[src/hw/rtl/timer_divider_pair_search_assert.svh]
// Assertion macros for the timer divider pair search block.
// Used by the divider and the top level; no other dependencies.
`ifndef TIMER_DIVIDER_PAIR_SEARCH_ASSERT_SVH
`define TIMER_DIVIDER_PAIR_SEARCH_ASSERT_SVH
`define TDPS_ASSERT_IMP(lbl, clk, rst_n, a, b) \
    lbl: assert property (@(posedge clk) disable iff (!rst_n) (a) |-> (b)) \
        else $error("assertion failed");
`define TDPS_ASSERT_NXT(lbl, clk, rst_n, a, b) \
    lbl: assert property (@(posedge clk) disable iff (!rst_n) (a) |=> (b)) \
        else $error("assertion failed");
`endif

[src/hw/rtl/tdps_pkg.sv]
// Package for the timer divider pair search: widths, constants, divider request and response structs.
// No dependencies.
package tdps_pkg;
    localparam int unsigned W_DATA = 32;
    localparam int unsigned W_CNT  = 16;
    localparam int unsigned W_DIV  = 48;
    localparam int unsigned W_STEP = $clog2(W_DIV + 1);
    localparam logic [W_CNT-1:0]  COUNT_MAX   = 16'hFFFF;
    localparam logic [W_DATA-1:0] CLOCK_RESET = 32'd170000000;
    localparam logic [W_STEP-1:0] DIV_STEPS   = W_STEP'(W_DIV);

    typedef struct packed {
        logic              start;
        logic [W_DIV-1:0]  dividend;
        logic [W_DIV-1:0]  divisor;
    } t_div_req;

    typedef struct packed {
        logic              done;
        logic [W_DIV-1:0]  quotient;
    } t_div_rsp;
endpackage

[src/hw/rtl/tdps_if.sv]
// Valid/ready channel interfaces for the timer divider pair search.
// Depends on tdps_pkg.
interface tdps_in_if;
    logic                      valid;
    logic                      ready;
    logic [tdps_pkg::W_DATA-1:0] req_hz;
    modport source (output valid, output req_hz, input ready);
    modport sink   (input valid, input req_hz, output ready);
endinterface

interface tdps_out_if;
    logic                      valid;
    logic                      ready;
    logic                      applied;
    logic [tdps_pkg::W_CNT-1:0]  prescaler;
    logic [tdps_pkg::W_CNT-1:0]  reload;
    logic [tdps_pkg::W_DATA-1:0] freq_error;
    modport source (output valid, output applied, output prescaler, output reload,
                    output freq_error, input ready);
    modport sink   (input valid, input applied, input prescaler, input reload,
                    input freq_error, output ready);
endinterface

[src/hw/rtl/timer_divider_pair_search.sv]
// Timer divider pair search top level: config register and search sequencer.
// Each prescaler evaluated takes two divisions on the one shared divider, each skipped
// one takes one, up to 65536 prescalers; a zero target or clock skips the search.
// Throughput: one transaction at a time; not ready until the result is taken.
// Reset: synchronous active low; clock register returns to 170000000.
// Depends on tdps_pkg, tdps_if, tdps_sequencer and the assertion macro header.
`include "timer_divider_pair_search_assert.svh"
module timer_divider_pair_search (
    input  logic                        i_clk,
    input  logic                        i_rst_n,
    input  logic                        i_cfg_we,
    input  logic [tdps_pkg::W_DATA-1:0] i_cfg_wdata,
    tdps_in_if.sink                     in_ch,
    tdps_out_if.source                  out_ch
);
    import tdps_pkg::*;

    logic [W_DATA-1:0] r_clock_hz;

    always_ff @(posedge i_clk) begin
        if (!i_rst_n) begin
            r_clock_hz <= CLOCK_RESET;
        end else if (i_cfg_we) begin
            r_clock_hz <= i_cfg_wdata;
        end
    end

    tdps_sequencer u_seq (
        .i_clk      (i_clk),
        .i_rst_n    (i_rst_n),
        .i_clock_hz (r_clock_hz),
        .in_ch      (in_ch),
        .out_ch     (out_ch)
    );

    `TDPS_ASSERT_IMP(a_excl, i_clk, i_rst_n, out_ch.valid, !in_ch.ready)
    `TDPS_ASSERT_NXT(a_take, i_clk, i_rst_n, in_ch.valid && in_ch.ready, !in_ch.ready)
    `TDPS_ASSERT_NXT(a_zero, i_clk, i_rst_n,
        in_ch.valid && in_ch.ready && in_ch.req_hz == '0,
        out_ch.valid && !out_ch.applied)
endmodule

[src/hw/rtl/tdps_divider.sv]
// Shared restoring divider, one quotient bit a cycle.
// Depends on tdps_pkg and the assertion macro header.
`include "timer_divider_pair_search_assert.svh"
module tdps_divider (
    input  logic               i_clk,
    input  logic               i_rst_n,
    input  tdps_pkg::t_div_req i_req,
    output tdps_pkg::t_div_rsp o_rsp
);
    import tdps_pkg::*;

    logic [W_DIV-1:0]  r_quo, n_quo;
    logic [W_DIV-1:0]  r_rem, n_rem;
    logic [W_DIV-1:0]  r_den;
    logic [W_STEP-1:0] r_cnt, n_cnt;
    logic              r_busy, n_busy;
    logic              r_done, n_done;
    logic [W_DIV:0]    trial;

    always_comb begin
        n_quo  = r_quo;
        n_rem  = r_rem;
        n_cnt  = r_cnt;
        n_busy = r_busy;
        n_done = 1'b0;
        trial  = {r_rem, r_quo[W_DIV-1]} - {1'b0, r_den};
        if (r_busy) begin
            if (!trial[W_DIV]) begin
                n_rem = trial[W_DIV-1:0];
                n_quo = {r_quo[W_DIV-2:0], 1'b1};
            end else begin
                n_rem = {r_rem[W_DIV-2:0], r_quo[W_DIV-1]};
                n_quo = {r_quo[W_DIV-2:0], 1'b0};
            end
            n_cnt = r_cnt - W_STEP'(1);
            if (r_cnt == W_STEP'(1)) begin
                n_busy = 1'b0;
                n_done = 1'b1;
            end
        end
    end

    always_ff @(posedge i_clk) begin
        if (!i_rst_n) begin
            r_busy <= 1'b0;
            r_done <= 1'b0;
            r_cnt  <= '0;
        end else if (i_req.start) begin
            r_busy <= 1'b1;
            r_done <= 1'b0;
            r_cnt  <= DIV_STEPS;
        end else begin
            r_busy <= n_busy;
            r_done <= n_done;
            r_cnt  <= n_cnt;
        end
    end

    always_ff @(posedge i_clk) begin
        if (i_req.start) begin
            r_quo <= i_req.dividend;
            r_rem <= '0;
            r_den <= i_req.divisor;
        end else begin
            r_quo <= n_quo;
            r_rem <= n_rem;
        end
    end

    assign o_rsp.done     = r_done;
    assign o_rsp.quotient = r_quo;

    `TDPS_ASSERT_NXT(a_start_busy, i_clk, i_rst_n, i_req.start, r_busy)
    `TDPS_ASSERT_IMP(a_done_idle, i_clk, i_rst_n, r_done, !r_busy)
    `TDPS_ASSERT_IMP(a_cnt_range, i_clk, i_rst_n, r_busy, r_cnt != '0)
endmodule

[src/hw/rtl/tdps_sequencer.sv]
// Search sequencer: walks prescalers, issues divisions, keeps the best pair.
// Depends on tdps_pkg, tdps_if and tdps_divider.
module tdps_sequencer (
    input  logic                        i_clk,
    input  logic                        i_rst_n,
    input  logic [tdps_pkg::W_DATA-1:0] i_clock_hz,
    tdps_in_if.sink                     in_ch,
    tdps_out_if.source                  out_ch
);
    import tdps_pkg::*;

    typedef enum logic [7:0] {
        S_IDLE  = 8'b0000_0001,
        S_CHECK = 8'b0000_0010,
        S_DIV1  = 8'b0000_0100,
        S_ARR   = 8'b0000_1000,
        S_MUL   = 8'b0001_0000,
        S_DIV2  = 8'b0010_0000,
        S_EVAL  = 8'b0100_0000,
        S_OUT   = 8'b1000_0000
    } t_state;

    t_state r_state;
    logic [W_DATA-1:0]    r_clk, r_tgt;
    logic [W_CNT:0]       r_psc;
    logic [W_DIV-1:0]     r_den, r_ideal;
    logic [W_CNT:0]       r_arr;
    logic [W_CNT-1:0]     r_win_psc, r_win_arr;
    logic [W_DATA:0]      r_best_err;
    logic                 r_have, r_applied;
    t_div_req             div_req;
    t_div_rsp             div_rsp;
    logic [W_DATA:0]      actual, err;
    logic [W_CNT:0]       arr_inc;
    logic [2*W_CNT+1:0]   prod_full;
    logic [W_DIV-1:0]     prod;
    logic                 win;

    tdps_divider u_div (.i_clk(i_clk), .i_rst_n(i_rst_n), .i_req(div_req), .o_rsp(div_rsp));

    assign arr_inc   = r_arr + (W_CNT+1)'(1);
    assign prod_full = {{(W_CNT+1){1'b0}}, r_psc} * {{(W_CNT+1){1'b0}}, arr_inc};
    assign prod      = W_DIV'(prod_full);
    assign actual = (W_DATA+1)'(div_rsp.quotient);
    assign err    = (actual > {1'b0, r_tgt}) ? actual - {1'b0, r_tgt}
                                            : {1'b0, r_tgt} - actual;
    assign win    = !r_have || (err < r_best_err) ||
                    ((err <= r_best_err + (W_DATA+1)'(1)) &&
                     (r_arr[W_CNT-1:0] > r_win_arr));

    always_comb begin
        div_req.start    = 1'b0;
        div_req.dividend = '0;
        div_req.divisor  = '0;
        if (r_state == S_CHECK && r_den <= W_DIV'(r_clk) &&
            r_psc <= {1'b0, COUNT_MAX} + (W_CNT+1)'(1)) begin
            div_req.start    = 1'b1;
            div_req.dividend = W_DIV'(r_clk) + (r_den >> 1);
            div_req.divisor  = r_den;
        end else if (r_state == S_MUL) begin
            div_req.start    = 1'b1;
            div_req.dividend = W_DIV'(r_clk);
            div_req.divisor  = prod;
        end
    end

    assign in_ch.ready       = (r_state == S_IDLE);
    assign out_ch.valid      = (r_state == S_OUT);
    assign out_ch.applied    = r_applied;
    assign out_ch.prescaler  = r_have ? r_win_psc : '0;
    assign out_ch.reload     = r_have ? r_win_arr : '0;
    assign out_ch.freq_error = r_have ? r_best_err[W_DATA-1:0] : r_clk - r_tgt;

    always_ff @(posedge i_clk) begin
        if (!i_rst_n) begin
            r_state <= S_IDLE;
            r_have  <= 1'b0;
        end else begin
            unique case (r_state)
                S_IDLE: begin
                    if (in_ch.valid) begin
                        r_clk <= i_clock_hz;
                        r_tgt <= (in_ch.req_hz > i_clock_hz) ? i_clock_hz
                                                             : in_ch.req_hz;
                        r_psc <= (W_CNT+1)'(1);
                        r_den <= W_DIV'((in_ch.req_hz > i_clock_hz) ? i_clock_hz
                                                                   : in_ch.req_hz);
                        r_have    <= 1'b0;
                        r_applied <= (in_ch.req_hz != '0);
                        if (in_ch.req_hz == '0 || i_clock_hz == '0) begin
                            r_clk   <= '0;
                            r_tgt   <= '0;
                            r_state <= S_OUT;
                        end else begin
                            r_state <= S_CHECK;
                        end
                    end
                end
                S_CHECK: begin
                    if (div_req.start) r_state <= S_DIV1;
                    else               r_state <= S_OUT;
                end
                S_DIV1: begin
                    if (div_rsp.done) begin
                        r_ideal <= div_rsp.quotient;
                        r_state <= S_ARR;
                    end
                end
                S_ARR: begin
                    if (r_ideal > W_DIV'({1'b0, COUNT_MAX}) + W_DIV'(1)) begin
                        r_psc   <= r_psc + (W_CNT+1)'(1);
                        r_den   <= r_den + W_DIV'(r_tgt);
                        r_state <= S_CHECK;
                    end else begin
                        r_arr   <= (r_ideal == '0) ? '0 : r_ideal[W_CNT:0] - (W_CNT+1)'(1);
                        r_state <= S_MUL;
                    end
                end
                S_MUL:  r_state <= S_DIV2;
                S_DIV2: if (div_rsp.done) r_state <= S_EVAL;
                S_EVAL: begin
                    r_psc   <= r_psc + (W_CNT+1)'(1);
                    r_den   <= r_den + W_DIV'(r_tgt);
                    r_state <= S_CHECK;
                    if (win) begin
                        r_have     <= 1'b1;
                        r_best_err <= err;
                        r_win_psc  <= r_psc[W_CNT-1:0] - W_CNT'(1);
                        r_win_arr  <= r_arr[W_CNT-1:0];
                        if (err == '0) r_state <= S_OUT;
                    end
                end
                S_OUT: if (out_ch.ready) r_state <= S_IDLE;
                default: r_state <= S_IDLE;
            endcase
        end
    end
endmodule
[src/flat_wrapper.sv]
// flat-port wrapper written by rule: the top's interface ports become plain ports
module timer_divider_pair_search_flat import tdps_pkg::*;
  (i_clk, i_rst_n, i_cfg_we, i_cfg_wdata, in_ch_valid, in_ch_req_hz, in_ch_ready, out_ch_valid, out_ch_applied, out_ch_prescaler, out_ch_reload, out_ch_freq_error, out_ch_ready);
  tdps_in_if in_ch_i ();
  tdps_out_if out_ch_i ();
  input  logic i_clk;
  input  logic i_rst_n;
  input  logic i_cfg_we;
  input  logic [tdps_pkg::W_DATA-1:0] i_cfg_wdata;
  input wire logic [$bits(in_ch_i.valid)-1:0] in_ch_valid;
  input wire logic [$bits(in_ch_i.req_hz)-1:0] in_ch_req_hz;
  output wire logic [$bits(in_ch_i.ready)-1:0] in_ch_ready;
  output wire logic [$bits(out_ch_i.valid)-1:0] out_ch_valid;
  output wire logic [$bits(out_ch_i.applied)-1:0] out_ch_applied;
  output wire logic [$bits(out_ch_i.prescaler)-1:0] out_ch_prescaler;
  output wire logic [$bits(out_ch_i.reload)-1:0] out_ch_reload;
  output wire logic [$bits(out_ch_i.freq_error)-1:0] out_ch_freq_error;
  input wire logic [$bits(out_ch_i.ready)-1:0] out_ch_ready;
  assign in_ch_i.valid = in_ch_valid;
  assign in_ch_i.req_hz = in_ch_req_hz;
  assign in_ch_ready = in_ch_i.ready;
  assign out_ch_valid = out_ch_i.valid;
  assign out_ch_applied = out_ch_i.applied;
  assign out_ch_prescaler = out_ch_i.prescaler;
  assign out_ch_reload = out_ch_i.reload;
  assign out_ch_freq_error = out_ch_i.freq_error;
  assign out_ch_i.ready = out_ch_ready;
  timer_divider_pair_search u_core (.i_clk(i_clk), .i_rst_n(i_rst_n), .i_cfg_we(i_cfg_we), .i_cfg_wdata(i_cfg_wdata), .in_ch(in_ch_i), .out_ch(out_ch_i));
endmodule
[config.mk]
export PLATFORM = sky130hd
export DESIGN_NAME = timer_divider_pair_search_flat
export DESIGN_NICKNAME = d
export VERILOG_FILES = /design/src/hw/rtl/tdps_pkg.sv /design/src/hw/rtl/tdps_if.sv /design/src/hw/rtl/timer_divider_pair_search.sv /design/src/hw/rtl/tdps_divider.sv /design/src/hw/rtl/tdps_sequencer.sv /design/src/flat_wrapper.sv
export VERILOG_INCLUDE_DIRS = /design/src /design/src/hw/rtl
export SDC_FILE = /design/constraint.sdc
export NUM_CORES = 2
export LEC_CHECK = 0
export BUFFER_PORTS_ARGS = -buffer_cell sky130_fd_sc_hd__buf_2
export CAP_MARGIN = 0
export CORE_ASPECT_RATIO = 1.75
export CORE_MARGIN = 2
export CORE_UTILIZATION = 50
export DETAILED_ROUTE_END_ITERATION = 16
export GPL_ROUTABILITY_DRIVEN = 0
export GPL_TIMING_DRIVEN = 0
export PLACE_DENSITY_LB_ADDON = 0.08
export SETUP_SLACK_MARGIN = 0.1
export SLEW_MARGIN = 20
export SYNTH_ARGS = -nofsm -noshare
export SYNTH_HDL_FRONTEND = slang
export SYNTH_HIERARCHICAL = 1
export SYNTH_SLANG_ARGS = --single-unit
[constraint.sdc]
create_clock -name i_clk -period 14.1 [get_ports i_clk]
set_input_delay 2.115 -clock i_clk [delete_from_list [all_inputs] [get_ports i_clk]]
set_output_delay 2.115 -clock i_clk [all_outputs]
set_load 0.05 [all_outputs]
# ---- Word-level counts from Yosys, hierarchy flattened
# Cells that the tools add are included.
dict set report totals {
  input_bits 69
  ff_bits 453
  out_inout_bits 67
}
dict set report classes {
  bitwise 3
  reduce_logical 24
  n_lt_le_gt_ge 8
  n_eq_ne 15
  n_mux 37
  n_mul 1
  add_sub_neg 12
}
# cell n
set ops {}
lappend ops {{$mux 48} 5}
lappend ops {{$mux 97} 2}
lappend ops {{$pmux 48 s3} 1}
lappend ops {{$mux 32} 3}
lappend ops {{$logic_not 32->1} 2}
lappend ops {{$mux 8} 8}
lappend ops {{$pmux 8 s8} 1}
lappend ops {{$pmux 17 s3} 1}
lappend ops {{$sub 49x48->49} 1}
lappend ops {{$add 32x47->48} 1}
lappend ops {{$add 48x32->48} 1}
lappend ops {{$gt 48x17->1 const B} 1}
lappend ops {{$le 48x32->1} 1}
lappend ops {{$logic_not 48->1} 1}
lappend ops {{$add 17x1->17 const B} 2}
lappend ops {{$mul 17x17->34} 1}
lappend ops {{$mux 17} 2}
lappend ops {{$add 33x1->33 const B} 1}
lappend ops {{$gt 33x32->1} 1}
lappend ops {{$le 33x33->1} 1}
lappend ops {{$logic_not 33->1} 1}
lappend ops {{$lt 33x33->1} 1}
lappend ops {{$mux 33} 1}
lappend ops {{$sub 32x33->33} 1}
lappend ops {{other kinds (35)} 59}

# ---- Longest topological paths before layout
dict set report logic_depth {
  word_depth 7
  depth_mapped 32
  ltp_nobuf 32
}

# ---- Hierarchy
# The synthesis kept the hierarchy.
# module area_each_um2 cells_per_inst n_inst
set modules_own_cells {}
lappend modules_own_cells {tdps_sequencer 33557.2 3820 1}
lappend modules_own_cells {tdps_divider 8961.1 893 1}
lappend modules_own_cells {timer_divider_pair_search 1204.9 103 1}

# ---- Worst setup path after synthesis
# OpenSTA, ideal clock, no wires.
dict set report synth_timing {
  kind {register -> register}
  startpoint {reg u_core.u_seq.r_arr[2]}
  endpoint {reg u_core.u_seq.u_div.r_den[32] (data pin)}
  slack_ns 6.398
  n_path_buf 1
  synth_period_minus_slack_ns 7.702
  path_stages_with_launch 30
  arrival_ns 7.436
  setup_time_ns 0.266
  path_cell_list {edfxtp_1 > and3_1 > and2_1 > and3_1 > nor2b_1 > and3_1 > xor2_1 > clkbuf_1 > nand2_1 > fa_1 > fa_1 > inv_1 > fa_1 > fa_1 > fa_1 > inv_1 > fa_1 > inv_1 > ha_1 > a21oi_1 > inv_1 > a21oi_1 > o311ai_0 > and3_1 > a311o_1 > a211oi_1 > o21ai_0 > a21oi_1 > xor2_1 > nor2_1}
}
# item line
set synth_rtl {}
lappend synth_rtl {{from (decl)} tdps_sequencer.sv:27} ;# logic [W_CNT:0] r_arr;
lappend synth_rtl {{from (signal assigned)} tdps_sequencer.sv:115} ;# r_arr <= (r_ideal == '0) ? '0 : r_ideal[W_CNT:0] - (W_CNT+1)'(1);
lappend synth_rtl {{to (signal assigned)} tdps_divider.sv:63} ;# r_den <= i_req.divisor;
lappend synth_rtl {{to (decl)} tdps_divider.sv:14} ;# logic [W_DIV-1:0] r_den;

==> flow_summary_export.csv <==
group,metric,value,unit
floorplanning,die_area,89900,um2
synth,yosys_warnings,6,
cts,cts_hold_buf,0,
sta,finalSetupTns,0,ns
cells_and_area,num_antenna_cells,0,
synth,synth_area_per_cell,9.08,um2
worst_setup_path,path_type_of_the_worst_setup_path,"reg2reg",
detailed_routing,routed_wl,147,mm
worst_setup_path,crit_required,14.44,ns
floorplanning,rows,143,
cells_and_area,fraction_of_final_layout_cells_with_drive_strength_greater_than_1,0.0709,
sta,layout_worst_path_cycle_share,0.653,
cts,clkSinkCount,453,
synth,synth_enable_flop_cells,356,
power,switching_share,0.456,
placement,hpwlAfterDp,121,mm
worst_setup_path,worst_setup_path_end_kind,"flop",
detailed_routing,wire_per_inst,23.5,um
cts,cts.htree.levels,2,
detailed_routing,post-route-drc-count,0,
synth,yosys_most_used_dff,"sky130_fd_sc_hd__edfxtp_1",
sta,finalCriticalPeriod,9.21,ns
cts,tritoncts,"yes",
detailed_routing,drt_pass1_iterations,6,
sta,timing_worst_slew_pin_value,1.13,ns
worst_setup_path,timing.critical_path.slowest_stage_cell,"sky130_fd_sc_hd__xnor2_1",
cts,clk-insertion-delay-late,0.64,ns
global_route,grt_start_max_net_pins,51,
sta,clock_skew,0.0336,ns
global_route,grtUsageMet2,0.592,
floorplanning,floorplan.die.width,228,um
global_route,use_met1,0.323,
worst_setup_path,critical_path.max_stage_delay,0.90,ns
synth,postSynthRegisterBits,453,
sta,fmaxAchievable,109,MHz
detailed_routing,dr.first_iter.drc_count,2392,
sta,setup_viol,0,
cells_and_area,final_core_utilization,0.551,
worst_setup_path,kind_of_start_point_of_the_critical_path,"flop",
power,vdd_drop_max,229,uV
worst_setup_path,cp_data_arrival_time,9.55,ns
cts,clkTransAtPathRegs,0.07,ns
synth,synthesis.area,43700,um2
floorplanning,ios,136,
sta,slew-limit-headroom,0.241,
worst_hold_path,cell_depth_of_the_worst_hold_path,0,
global_route,gr-usage-all-layers,0.329,
detailed_routing,routed_via_count_divided_by_cell_count,5.90,
cts,cts-resized-gates,0,
cells_and_area,area_delta_synth_final,9.38,%
power,p_leak,21.2,nW
floorplanning,fp.dieH,395,um
global_route,most_heavily_used_metal_layer_in_global_routing,"met2",
sta,drv_slew,0,
cts,cts_buffer_depth,3,
global_route,first_global_vias,37800,
cts,cts_inserted_buffers,45,
power,power.share.combinational,0.583,
floorplanning,core_area,86800,um2
sta,setup_ws,4.89,ns
detailed_routing,route.antenna.remaining_nets,0,
cells_and_area,finish.net_count,5809,
global_route,antenna_found_initial,4,
synth,synth_cell_type_count,90,
worst_setup_path,timing.critical_path.mode_cell,"sky130_fd_sc_hd__fa_1",
placement,post-place-ws,5.04,ns
sta,hold_viol_final,0,
worst_hold_path,worst_hold_path_type,"reg2reg",
worst_setup_path,worst_r2r_path_depth,29,
global_route,globalRoute.totalOverflow,0,
cts,cts_setup_buffers,0,
global_route,grt_pass1_wl,220,mm
synth,synth.yosys.seq_area_share,0.289,
synth,postSynthCellCount,4816,
power,power.share.clock,0.184,
worst_setup_path,critPathMaxFanout,10,
power,power.density,150,nW/um2
run_status,outcome,"finished clean",
power,share_seq_of_total_power,0.232,
placement,place.port_buffers,134,
cells_and_area,filler_cell_count,8144,
detailed_routing,number_of_vias_after_detailed_routing,36800,
power,power.internal,0.00391,W
cts,clockRootBuffer,"sky130_fd_sc_hd__clkbuf_16",
synth,async_reset_ff_frac,0,
floorplanning,effective_utilization_at_floorplan,0.504,
sta,unrepaired_setup_endpoints_after_global_routing,"false",
run,cap_violations,0,
global_route,gr-usage-met3,0.0373,
power,switchingPower,0.00327,W
routing by layer:
layer  wire length, um  vias to the layer above  part of all wire
met5                23                        -           0.00016
met4             16800                        4              0.11
met3              6420                      577             0.044
met2             75200                     1210              0.51
met1             48400                    17900              0.33
li1                  -                    17100                 -
placed cells by master (no fill, tap or decap), types with 58 or more instances in the layout:
master / count
sky130_fd_sc_hd__a21o_1: 129
sky130_fd_sc_hd__a21oi_1: 298
sky130_fd_sc_hd__and2_1: 140
sky130_fd_sc_hd__buf_2: 154
sky130_fd_sc_hd__clkbuf_1: 142
sky130_fd_sc_hd__dfxtp_1: 97
sky130_fd_sc_hd__edfxtp_1: 356
sky130_fd_sc_hd__fa_1: 230
sky130_fd_sc_hd__ha_1: 468
sky130_fd_sc_hd__inv_1: 589
sky130_fd_sc_hd__mux2i_1: 120
sky130_fd_sc_hd__nand2_1: 437
sky130_fd_sc_hd__nand3_1: 81
sky130_fd_sc_hd__nand4_1: 81
sky130_fd_sc_hd__nor2_1: 350
sky130_fd_sc_hd__nor2b_1: 72
sky130_fd_sc_hd__nor3_1: 58
sky130_fd_sc_hd__o21a_1: 60
sky130_fd_sc_hd__o21ai_0: 178
sky130_fd_sc_hd__xnor2_1: 158
sky130_fd_sc_hd__xor2_1: 112
final cells by class:
class | count | area [um2] | area share
buffer | 184 | 832 | 0.0174
clock buffer | 55 | 1220 | 0.0256
clock inverter | 29 | 365 | 0.00764
inverter | 592 | 2220 | 0.0465
multi-input combinational | 3615 | 28200 | 0.590
sequential | 453 | 12600 | 0.264
tap | 1160 | 1450 | 0.0303
timing repair buffer | 151 | 890 | 0.0186
final timing paths:
path / start / endpoint / slack, ns
setup / recovery: u_core/u_seq/r_arr[2]$_SDFFCE_PN0P_ / u_core/u_seq/u_div/r_den[32]$_DFFE_PP_ / 4.89
setup reg to reg: u_core/u_seq/r_arr[2]$_SDFFCE_PN0P_ / u_core/u_seq/u_div/r_den[32]$_DFFE_PP_ / 4.89
hold reg to reg: u_core/u_seq/u_div/r_quo[44]$_DFFE_PP_ / u_core/u_seq/r_ideal[44]$_DFFE_PP_ / 0.46
hold / removal: u_core/u_seq/u_div/r_quo[44]$_DFFE_PP_ / u_core/u_seq/r_ideal[44]$_DFFE_PP_ / 0.46
kinds of logic (layout without fill, tap and decap cells):
group | Yosys count | count (layout) | synth area share
DFF | 453 | 453 | 0.289
other | 1 | 29 | 0.0000858
buffers and inverters | 776 | 1011 | 0.0698
xor gates and xnor gates | 270 | 270 | 0.0541
AOI/OAI and AO/OA | 994 | 994 | 0.145
adders and majority gates | 698 | 698 | 0.239
muxes | 173 | 173 | 0.0411
and+or+nand+nor | 1451 | 1451 | 0.161
Yosys cell counts, types with 97 or more instances:
cell                       instances  area share
sky130_fd_sc_hd__inv_1           590       0.051
sky130_fd_sc_hd__ha_1            468        0.13
sky130_fd_sc_hd__nand2_1         438       0.038
sky130_fd_sc_hd__edfxtp_1        356        0.24
sky130_fd_sc_hd__nor2_1          351       0.030
sky130_fd_sc_hd__a21oi_1         299       0.034
sky130_fd_sc_hd__fa_1            230        0.11
sky130_fd_sc_hd__o21ai_0         178       0.020
sky130_fd_sc_hd__xnor2_1         158       0.032
sky130_fd_sc_hd__and2_1          140       0.020
sky130_fd_sc_hd__clkbuf_1        138       0.012
sky130_fd_sc_hd__a21o_1          129       0.022
sky130_fd_sc_hd__mux2i_1         120       0.027
sky130_fd_sc_hd__xor2_1          112       0.022
sky130_fd_sc_hd__dfxtp_1          97       0.044
stage by stage:
step / area (um2) / cells / hold slack (ns) / total power (W)
2_1_floorplan: 43800 / 4844 / 0.422 / 0.00470
3_3_place_gp: 46000 / 6138 / 0.431 / 0.00583
3_5_place_dp: 46200 / 6155 / 0.439 / 0.00583
4_1_cts: 47800 / 6239 / 0.466 / 0.00720
5_1_grt: 47800 / 6239 / 0.471 / 0.00777
6_report: 47800 / 6239 / 0.457 / 0.00718
state kept, by name (all words and copies together) (netlist names), 17 cells and up:
name	cells
u_core/r_clock_hz	32
u_core/u_seq/r_arr	17
u_core/u_seq/r_best_err	33
u_core/u_seq/r_clk	32
u_core/u_seq/r_den	48
u_core/u_seq/r_ideal	48
u_core/u_seq/r_psc	17
u_core/u_seq/r_tgt	32
u_core/u_seq/u_div/r_den	48
u_core/u_seq/u_div/r_quo	48
u_core/u_seq/u_div/r_rem	48
power by group through the flow:
stage / logic (W) / clock network, W / registers [W]
finish: 0.00419 / 0.00132 / 0.00167
global route: 0.00471 / 0.00139 / 0.00167
CTS: 0.00419 / 0.00135 / 0.00166
detailed placement: 0.00415 / 0 / 0.00169
global placement: 0.00413 / 0 / 0.00170
floorplan: 0.00308 / 0 / 0.00162
worst max-delay path, delay by kind of cell, from the launching register on:
| kind | cells | cell delay [ns] |
|---|---|---|
| DFF | 1 | 0.50 |
| AOI/OAI and AO/OA | 6 | 1.41 |
| adders and majority gates | 7 | 3.61 |
| buffers and inverters | 4 | 0.71 |
| xor gates and xnor gates | 2 | 1.07 |
| and+or+nand+nor | 10 | 1.65 |
No activity file was read; power rests on OpenSTA's default activity.
